**src/hw/rtl/assert_macros.svh**
```systemverilog
// Assertion macros shared by the timer wheel RTL
`ifndef ASSERT_MACROS_SVH
`define ASSERT_MACROS_SVH
`ifndef NO_ASSERTIONS
`define ASSERT_CLK(label, clk, rst_n, prop, msg) \
	label: assert property (@(posedge clk) disable iff (!rst_n) prop) else $error(msg);
`define ASSERT_NEVER(label, clk, rst_n, cond, msg) \
	label: assert property (@(posedge clk) disable iff (!rst_n) !(cond)) else $error(msg);
`else
`define ASSERT_CLK(label, clk, rst_n, prop, msg)
`define ASSERT_NEVER(label, clk, rst_n, cond, msg)
`endif
`endif

```
**src/hw/rtl/stw_pkg.sv**
```systemverilog
// Shared types and constants for the single-level timer wheel
package stw_pkg;
	localparam int WHEEL_SLOTS = 256;
	localparam int NUM_TIMERS  = 32;
	localparam int SW = $clog2(WHEEL_SLOTS);
	localparam int TW = $clog2(NUM_TIMERS);
	localparam int LW = TW + 1;
	localparam logic [LW-1:0] LINK_NONE = LW'(NUM_TIMERS);
	localparam logic [1:0] OP_ARM = 2'd0;
	localparam logic [1:0] OP_MOD = 2'd1;
	localparam logic [1:0] OP_DEL = 2'd2;
	localparam logic [1:0] OP_RUN = 2'd3;
	localparam logic [1:0] KIND_ACK   = 2'd0;
	localparam logic [1:0] KIND_FIRED = 2'd1;
	localparam logic [1:0] KIND_NONE  = 2'd2;

	typedef enum logic [3:0] {
		DP_NOP    = 4'd0,
		DP_LOAD   = 4'd1,
		DP_RD_NBR = 4'd2,
		DP_UNLINK = 4'd3,
		DP_RD_SLT = 4'd4,
		DP_LINK   = 4'd5,
		DP_RUN_RD = 4'd6,
		DP_HEAD   = 4'd7,
		DP_FIRE   = 4'd8,
		DP_NEXT   = 4'd9
	} dp_cmd_t;

	typedef struct packed {
		logic       id_ok;
		logic       pending;
		logic       same_exp;
		logic       run_past;
		logic       cur_none;
		logic       run_done;
	} dp_stat_t;
endpackage

```
**src/hw/rtl/stw_ctrl.sv**
```systemverilog
// Controller: sequences operations and drives the result register
`include "assert_macros.svh"
module stw_ctrl (
	input  logic               clk,
	input  logic               arst_n,
	input  logic               in_valid,
	output logic               in_ready,
	input  logic [1:0]         in_op,
	output logic               out_valid,
	input  logic               out_ready,
	output logic [1:0]         kind,
	output logic               was_pending,
	output logic [4:0]         fired_id,
	output logic               last,
	input  stw_pkg::dp_stat_t  stat,
	input  logic [4:0]         cur_id,
	output stw_pkg::dp_cmd_t   cmd
);
	import stw_pkg::*;

	typedef enum logic [9:0] {
		S_IDLE = 10'b0000000001,
		S_DEC  = 10'b0000000010,
		S_NBR  = 10'b0000000100,
		S_UNL  = 10'b0000001000,
		S_SLT  = 10'b0000010000,
		S_LNK  = 10'b0000100000,
		S_RHD  = 10'b0001000000,
		S_HD   = 10'b0010000000,
		S_FIRE = 10'b0100000000,
		S_ACK  = 10'b1000000000
	} state_t;

	state_t state_q, state_d;
	logic [1:0] op_q;
	logic wp_q, stage_vld_q;
	logic [4:0] stage_id_q;
	logic emit;
	logic [1:0] e_kind;
	logic e_wp, e_last;
	logic [4:0] e_id;

	assign in_ready = state_q == S_IDLE && !out_valid;

	always_comb begin
		state_d = state_q;
		cmd = DP_NOP;
		emit = 1'b0;
		e_kind = KIND_ACK; e_wp = 1'b0; e_id = '0; e_last = 1'b0;
		unique case (state_q)
			S_IDLE: if (in_valid && in_ready) begin
				cmd = DP_LOAD; state_d = S_DEC;
			end
			S_DEC: begin
				if (op_q == OP_RUN) begin
					if (stat.run_past) state_d = S_ACK;
					else begin cmd = DP_RUN_RD; state_d = S_RHD; end
				end else if (!stat.id_ok) state_d = S_ACK;
				else if (op_q == OP_ARM && stat.pending && stat.same_exp) state_d = S_ACK;
				else if (stat.pending) begin cmd = DP_RD_NBR; state_d = S_NBR; end
				else if (op_q == OP_ARM) begin cmd = DP_RD_SLT; state_d = S_SLT; end
				else state_d = S_ACK;
			end
			S_NBR: begin cmd = DP_UNLINK; state_d = S_UNL; end
			S_UNL: begin
				if (op_q == OP_DEL) state_d = S_ACK;
				else begin cmd = DP_RD_SLT; state_d = S_SLT; end
			end
			S_SLT: state_d = S_LNK;
			S_LNK: begin cmd = DP_LINK; state_d = S_ACK; end
			S_RHD: state_d = S_HD;
			S_HD: begin cmd = DP_HEAD; state_d = S_FIRE; end
			S_FIRE: begin
				if (stat.cur_none) begin
					cmd = DP_NEXT;
					state_d = stat.run_done ? S_ACK : S_RHD;
				end else if (!stage_vld_q || !out_valid || out_ready) begin
					cmd = DP_FIRE;
					emit = stage_vld_q; e_kind = KIND_FIRED; e_id = stage_id_q;
				end
			end
			S_ACK: if (!out_valid || out_ready) begin
				emit = 1'b1; e_last = 1'b1; state_d = S_IDLE;
				if (op_q == OP_RUN) begin
					if (stage_vld_q) begin e_kind = KIND_FIRED; e_id = stage_id_q; end
					else e_kind = KIND_NONE;
				end else e_wp = wp_q;
			end
			default: state_d = S_IDLE;
		endcase
	end

	always_ff @(posedge clk or negedge arst_n) begin
		if (!arst_n) begin
			state_q <= S_IDLE; out_valid <= 1'b0; op_q <= OP_ARM;
			wp_q <= 1'b0; stage_vld_q <= 1'b0; stage_id_q <= '0;
		end else begin
			state_q <= state_d;
			if (emit) out_valid <= 1'b1;
			else if (out_ready) out_valid <= 1'b0;
			if (cmd == DP_LOAD) begin
				op_q <= in_op;
				stage_vld_q <= 1'b0;
			end
			if (state_q == S_DEC) wp_q <= stat.id_ok && stat.pending;
			if (cmd == DP_FIRE) begin
				stage_vld_q <= 1'b1;
				stage_id_q <= cur_id;
			end
		end
	end

	always_ff @(posedge clk) begin
		if (emit) begin
			kind <= e_kind; was_pending <= e_wp; fired_id <= e_id; last <= e_last;
		end
	end

	`ASSERT_CLK(a_ready_idle, clk, arst_n, in_ready |-> state_q == S_IDLE, "ready outside idle")
	`ASSERT_NEVER(a_emit_hold, clk, arst_n, emit && out_valid && !out_ready, "result overwritten")
	`ASSERT_CLK(a_onehot, clk, arst_n, $onehot(state_q), "state not one-hot")
endmodule

```
**config.mk**
```make
export PLATFORM = sky130hd
export DESIGN_NAME = stw_ctrl
export DESIGN_NICKNAME = d
export VERILOG_FILES = /design/src/hw/rtl/stw_pkg.sv /design/src/hw/rtl/stw_ctrl.sv
export VERILOG_INCLUDE_DIRS = /design/src /design/src/hw/rtl
export SDC_FILE = /design/constraint.sdc
export NUM_CORES = 1
export LEC_CHECK = 0
export BUFFER_PORTS_ARGS = -buffer_cell sky130_fd_sc_hd__clkbuf_2
export CAP_MARGIN = 5
export CORE_MARGIN = 3
export CORE_UTILIZATION = 53
export CTS_BUF_LIST = sky130_fd_sc_hd__clkbuf_16
export DETAILED_ROUTE_END_ITERATION = 8
export GPL_TIMING_DRIVEN = 1
export PLACE_DENSITY = 0.78
export SETUP_SLACK_MARGIN = 0.4
export SLEW_MARGIN = 20
export SYNTH_ARGS = -nofsm -noshare
export SYNTH_HDL_FRONTEND = slang
export SYNTH_SLANG_ARGS = --single-unit
```
**constraint.sdc**
```tcl
create_clock -name clk -period 2.9 [get_ports clk]
set_clock_uncertainty 0.05 [all_clocks]
set_input_delay 0.58 -clock clk [delete_from_list [all_inputs] [get_ports clk]]
set_output_delay 0.58 -clock clk [all_outputs]
set_load 0.01 [all_outputs]
```
Word level (Yosys, flattened, before mapping)
Index checks and enable logic that the tools add are counted.
{"block": "classes", "bitwise": 2, "muxes": 43, "n_div": 0, "n_reduce_logical": 15, "shifts": 0, "n_eq_ne": 17, "order_cmp": 0, "n_mul": 0, "add_sub_neg": 0}
{"op": "10-bit 2-to-1 mux", "n": 11}
{"op": "10-bit one-hot mux with 10 select lines", "n": 1}
{"op": "4-bit one-hot mux with 7 select lines", "n": 1}
{"op": "5-bit 2-to-1 mux", "n": 5}
{"op": "3-bit 2-to-1 mux", "n": 6}
{"op": "4-bit 2-to-1 mux", "n": 3}
{"op": "10-bit by 1-bit == test with 1-bit output, second input constant", "n": 1}
{"op": "10-bit == test, second input constant", "n": 1}
{"op": "10-bit by 2-bit == test with 1-bit output, second input constant", "n": 1}
{"op": "10-bit by 3-bit == test with 1-bit output, second input constant", "n": 1}
{"op": "10-bit by 4-bit == test with 1-bit output, second input constant", "n": 1}
{"op": "10-bit by 5-bit == test with 1-bit output, second input constant", "n": 1}
{"op": "10-bit by 6-bit == test with 1-bit output, second input constant", "n": 1}
{"op": "10-bit by 7-bit == test with 1-bit output, second input constant", "n": 1}
{"op": "10-bit by 8-bit == test with 1-bit output, second input constant", "n": 1}
{"op": "10-bit by 9-bit == test with 1-bit output, second input constant", "n": 1}
{"op": "1-bit 2-to-1 mux", "n": 10}
{"op": "5-bit one-hot mux with 2 select lines", "n": 1}
{"op": "2-bit 2-to-1 mux", "n": 3}
{"op": "1-bit logical AND", "n": 5}
{"op": "2-bit == test, second input constant", "n": 2}
{"op": "4-bit by 1-bit == test with 1-bit output, second input constant", "n": 1}
{"op": "4-bit == test, second input constant", "n": 1}
{"op": "2-bit != test, second input constant", "n": 2}
{"op": "10 further kinds", "n": 15}
{"block": "totals", "latchBits": 0, "word_cells": 87, "ram_bits": 0, "inputBits": 17, "romBits": 0, "reg_bits": 29, "out_inout_bits": 15, "mem_count": 0}

Longest topological paths before layout
{"block": "depth", "word_depth": 10, "ltp_mapped": 6, "ltp_nobuf": 5}

Worst setup path after synthesis
No wires, ideal clock.
{"block": "synth_timing", "path_kind": "register to output", "start": "reg state_q[5]", "end": "out cmd[2]", "required_ps": 2270, "arrival_time_ps": 1712, "path_buffers": 0, "path_stages_with_launch": 6, "slack_ps": 558, "cell_sequence": "dfrtp_1 nor4_2 nand3_1 or4b_1 a21boi_1 nand3b_1"}
{"block": "synth_between", "elab_chain_len": 2, "word_cells_on_any_way": 8, "cone_classes": "7 x eq/ne; 1 x mux"}
{"item": "from (decl)", "line_no": "stw_ctrl.sv:34", "source": "state_t state_q, state_d;"}
{"item": "from (signal assigned)", "line_no": "stw_ctrl.sv:98", "source": "state_q <= state_d;"}
{"item": "10-bit by 9-bit == test with 1-bit output, or another cell as far along", "line_no": "stw_ctrl.sv:50", "source": "unique case (state_q)"}
{"item": "4-bit one-hot mux with 7 select lines *", "line_no": "stw_ctrl.sv:50"}
{"item": "to (decl)", "line_no": "stw_ctrl.sv:17", "source": "output stw_pkg::dp_cmd_t cmd"}
Mark *: on every way between the ends. The rest lies on a longest branch, timed or not.

Final worst setup path
{"block": "layout_timing", "start": "reg state_q[2]", "end": "out cmd[1]"}
Same word-level chain as after synthesis.

==> results.py <==
metrics = {
    "floorplan": {
        "start_util": 0.5821,
        "core_um2": 2590,
        "rows": 18,
        "die_y_um": 59.34,
        "dieArea_um2": 3521,
        "pin_count": 32,
        "die_x_um": 59.34,
    },
    "logic_synthesis": {
        "yosysTopAreaCell": "dfrtp_1",
        "synth_nets": 154,
        "ys_seq_elements": 29,
        "ys.flop_type": "dfrtp_1",
        "ys.warnings.count": 0,
        "synth_edf_count": 9,
        "syn_area_um2": 1508,
        "ys_async_sr_fraction": 0.6897,
        "synthTopCellsByArea": "dfrtp_1, edfxtp_1, mux2_2, o21ai_0, and2_1",
        "seq_area_frac_synth": 0.5120,
        "syn-instance-count": 137,
        "synth_top_area_share": 0.3154,
        "postSynthAreaPerCell_um2": 11.01,
        "ys_types": 43,
    },
    "global_routing": {
        "antenna_found_initial": 0,
        "first_global_vias": 1412,
        "grt-ovfl-total": 0,
        "grt_usage": 0.2675,
        "grt_start_max_net_pins": 21,
        "grt_pass1_wl_mm": 6.775,
    },
    "finish": {
        "regArea_um2": 779.5,
        "num_antenna_cells": 0,
        "nets": 212,
        "layout.cells.most_common_list": "clkbuf_2, buf_4, dfrtp_1",
        "multi_input_area_um2": 789.5,
        "final_common_cell": "clkbuf_2",
        "syn_to_final_growth_pct": 38.51,
        "drive_gt1_frac": 0.4643,
        "fillerInstances": 163,
    },
    "timing": {
        "maxSlewViolCount": 0,
        "fmax_mhz": 359.8,
        "rsz0062_at_grt": "true",
        "finalSetupTns_ns": 0,
        "fin_crit_ns": 2.779,
        "relSlewSlack": 0.4692,
        "post-route-period-util": 0.9584,
        "hold_viol": 0,
        "setup_viol": 0,
        "setup_ws_ns": 0.1206,
        "tightestPinTransition_ns": 0.7909,
    },
    "setup_path": {
        "crit_top_cell": "buf_4",
        "cp.required_ns": 2.27,
        "crit_arrival_ns": 2.15,
        "critPathKind": "register to primary output",
        "cp_slowest_cell": "dfrtp_2",
        "path_max_fanout": 5,
        "slowest_delay_ns": 0.43,
        "critPathCaptureType": "primary output",
        "cp_num_buf_inv": 4,
        "startpoint_type": "register",
        "path_delay_family": "simple AND/OR/NAND/NOR gates",
        "cp_cell_sequence": "buf_4 -> buf_6 -> nor4_4 -> buf_4 -> and2_4 -> nand4b_1 -> nand2_2 -> or3_1 -> buf_2",
    },
    "power": {
        "ir_drop_mv": 0.7430,
        "power.total_uw": 1621,
        "powerDensity_nw_per_um2": 776.2,
        "p_leak_uw": 0.0009550,
    },
    "clocking": {
        "clk_latency_ns": 0.27,
        "clk_path_buf_depth": 2,
        "cts_num_sinks": 29,
        "cts_root_buf": "clkbuf_16",
        "cts_tree": "done",
        "h-tree-depth": 2,
        "path_clk_slew_ns": 0.05,
        "cts_inserted_buffers": 5,
    },
    "route": {
        "wl_per_cell_um": 20.85,
        "via_count": 1450,
        "drtIter0Drc": 179,
        "viasPerCell": 6.416,
        "dr.pass1.iters": 6,
        "ant_nets": 0,
        "wirelength_mm": 4.712,
        "drc": 0,
    },
    "place": {
        "dp_hpwl_mm": 2.691,
        "port_buffers": 31,
        "place_congestion": 0.8888,
        "dp_slack_ns": 0.2960,
    },
    "worst_hold_path": {
        "min_path_type": "input pin to asynchronous set/reset pin",
    },
    "status": {
        "outcome": "completed",
    },
    "job": {
        "cap_violations": 0,
    },
}
power by group:
part	internal (µW)	switching, µW
clock	314	178
sequential	483	75.9
combinational	270	301
total	1070	555
registers in the layout (all words and copies together) (netlist names):
signal and flops:
op_q 2, kind 2, state_q 10, fired_id 5
was_pending 1, stage_vld_q 1, out_valid 1, stage_id_q 5
wp_q 1, last 1
path summary, 6_finish.rpt:
path	depth (start not counted)	to	slack [ns]	start
worst max-delay path	9	cmd[1]	0.12	state_q[2]
worst min-delay path	1	state_q[7]	0.23	arst_n
worst max register to register	7	fired_id[2]	0.29	state_q[2]
worst min register to register	2	wp_q	0.43	wp_q
max in group asynchronous	1	state_q[3]	2.18	arst_n
min in group clk	2	wp_q	0.43	wp_q
logic make-up (layout without fill, tap and decap cells):
logic type / Yosys count / after routing / synth area share
and+or+nand+nor: 70 / 70 / 0.2988
DFF: 29 / 29 / 0.5120
AOI/OAI and AO/OA: 22 / 22 / 0.1021
muxes: 7 / 7 / 0.05229
buffers and inverters: 6 / 65 / 0.01743
xor gates and xnor gates: 3 / 3 / 0.01743
final cells by class:
type                       instances  share of cell area
clock buffer                       5             0.05992
clock inverter                     3            0.008388
inverter                           5            0.008987
multi-input combinational        102              0.3781
sequential                        29              0.3733
tap                               30             0.01797
timing repair buffer              52              0.1534
per-stage QoR:
stage	cells	cell area [µm²]	hold WS (ns)	utilization
after floorplan	137	1508	0.2344	-
after global placement	199	1708	0.4284	0.6594
after detailed placement	199	1708	0.4128	0.6594
after CTS	216	1964	0.2396	0.7585
after global routing	226	2088	0.2506	0.8063
final	226	2088	0.2311	0.8063
synth_stat cells, types with 2 or more instances:
master	instances
inv_1	5
nand2b_1	4
mux2_2	7
a211o_1	2
and2_1	6
edfxtp_1	9
nor3_1	2
nand3b_1	2
or3_1	2
o22ai_1	2
nor4b_1	2
xor2_1	3
nand4_1	3
and4_1	2
nand4b_1	3
nor2_1	10
a21oi_1	2
nand3_1	7
a211oi_1	3
dfrtp_1	19
nand2_1	9
o21ai_0	9
nor2b_1	4
routing by layer:
layer | track usage | vias to the layer above | share of wire | routed length [µm]
met5 | 0 | - | 0 | 0
met3 | 0.08061 | 26 | 0.093 | 440
met1 | 0.3136 | 694 | 0.36 | 1699
met4 | 0.1359 | 0 | 0.042 | 196
li1 | - | 627 | - | -
met2 | 0.4399 | 103 | 0.50 | 2377
timing repair:
item,4_1_cts,5_1_grt
hold buffers,0,0
buffers inserted,9,10
gates resized for setup,13,15
pin swaps,6,6
endpoints found under the setup margin,12,4
No activity file was read; power rests on OpenSTA's default activity.
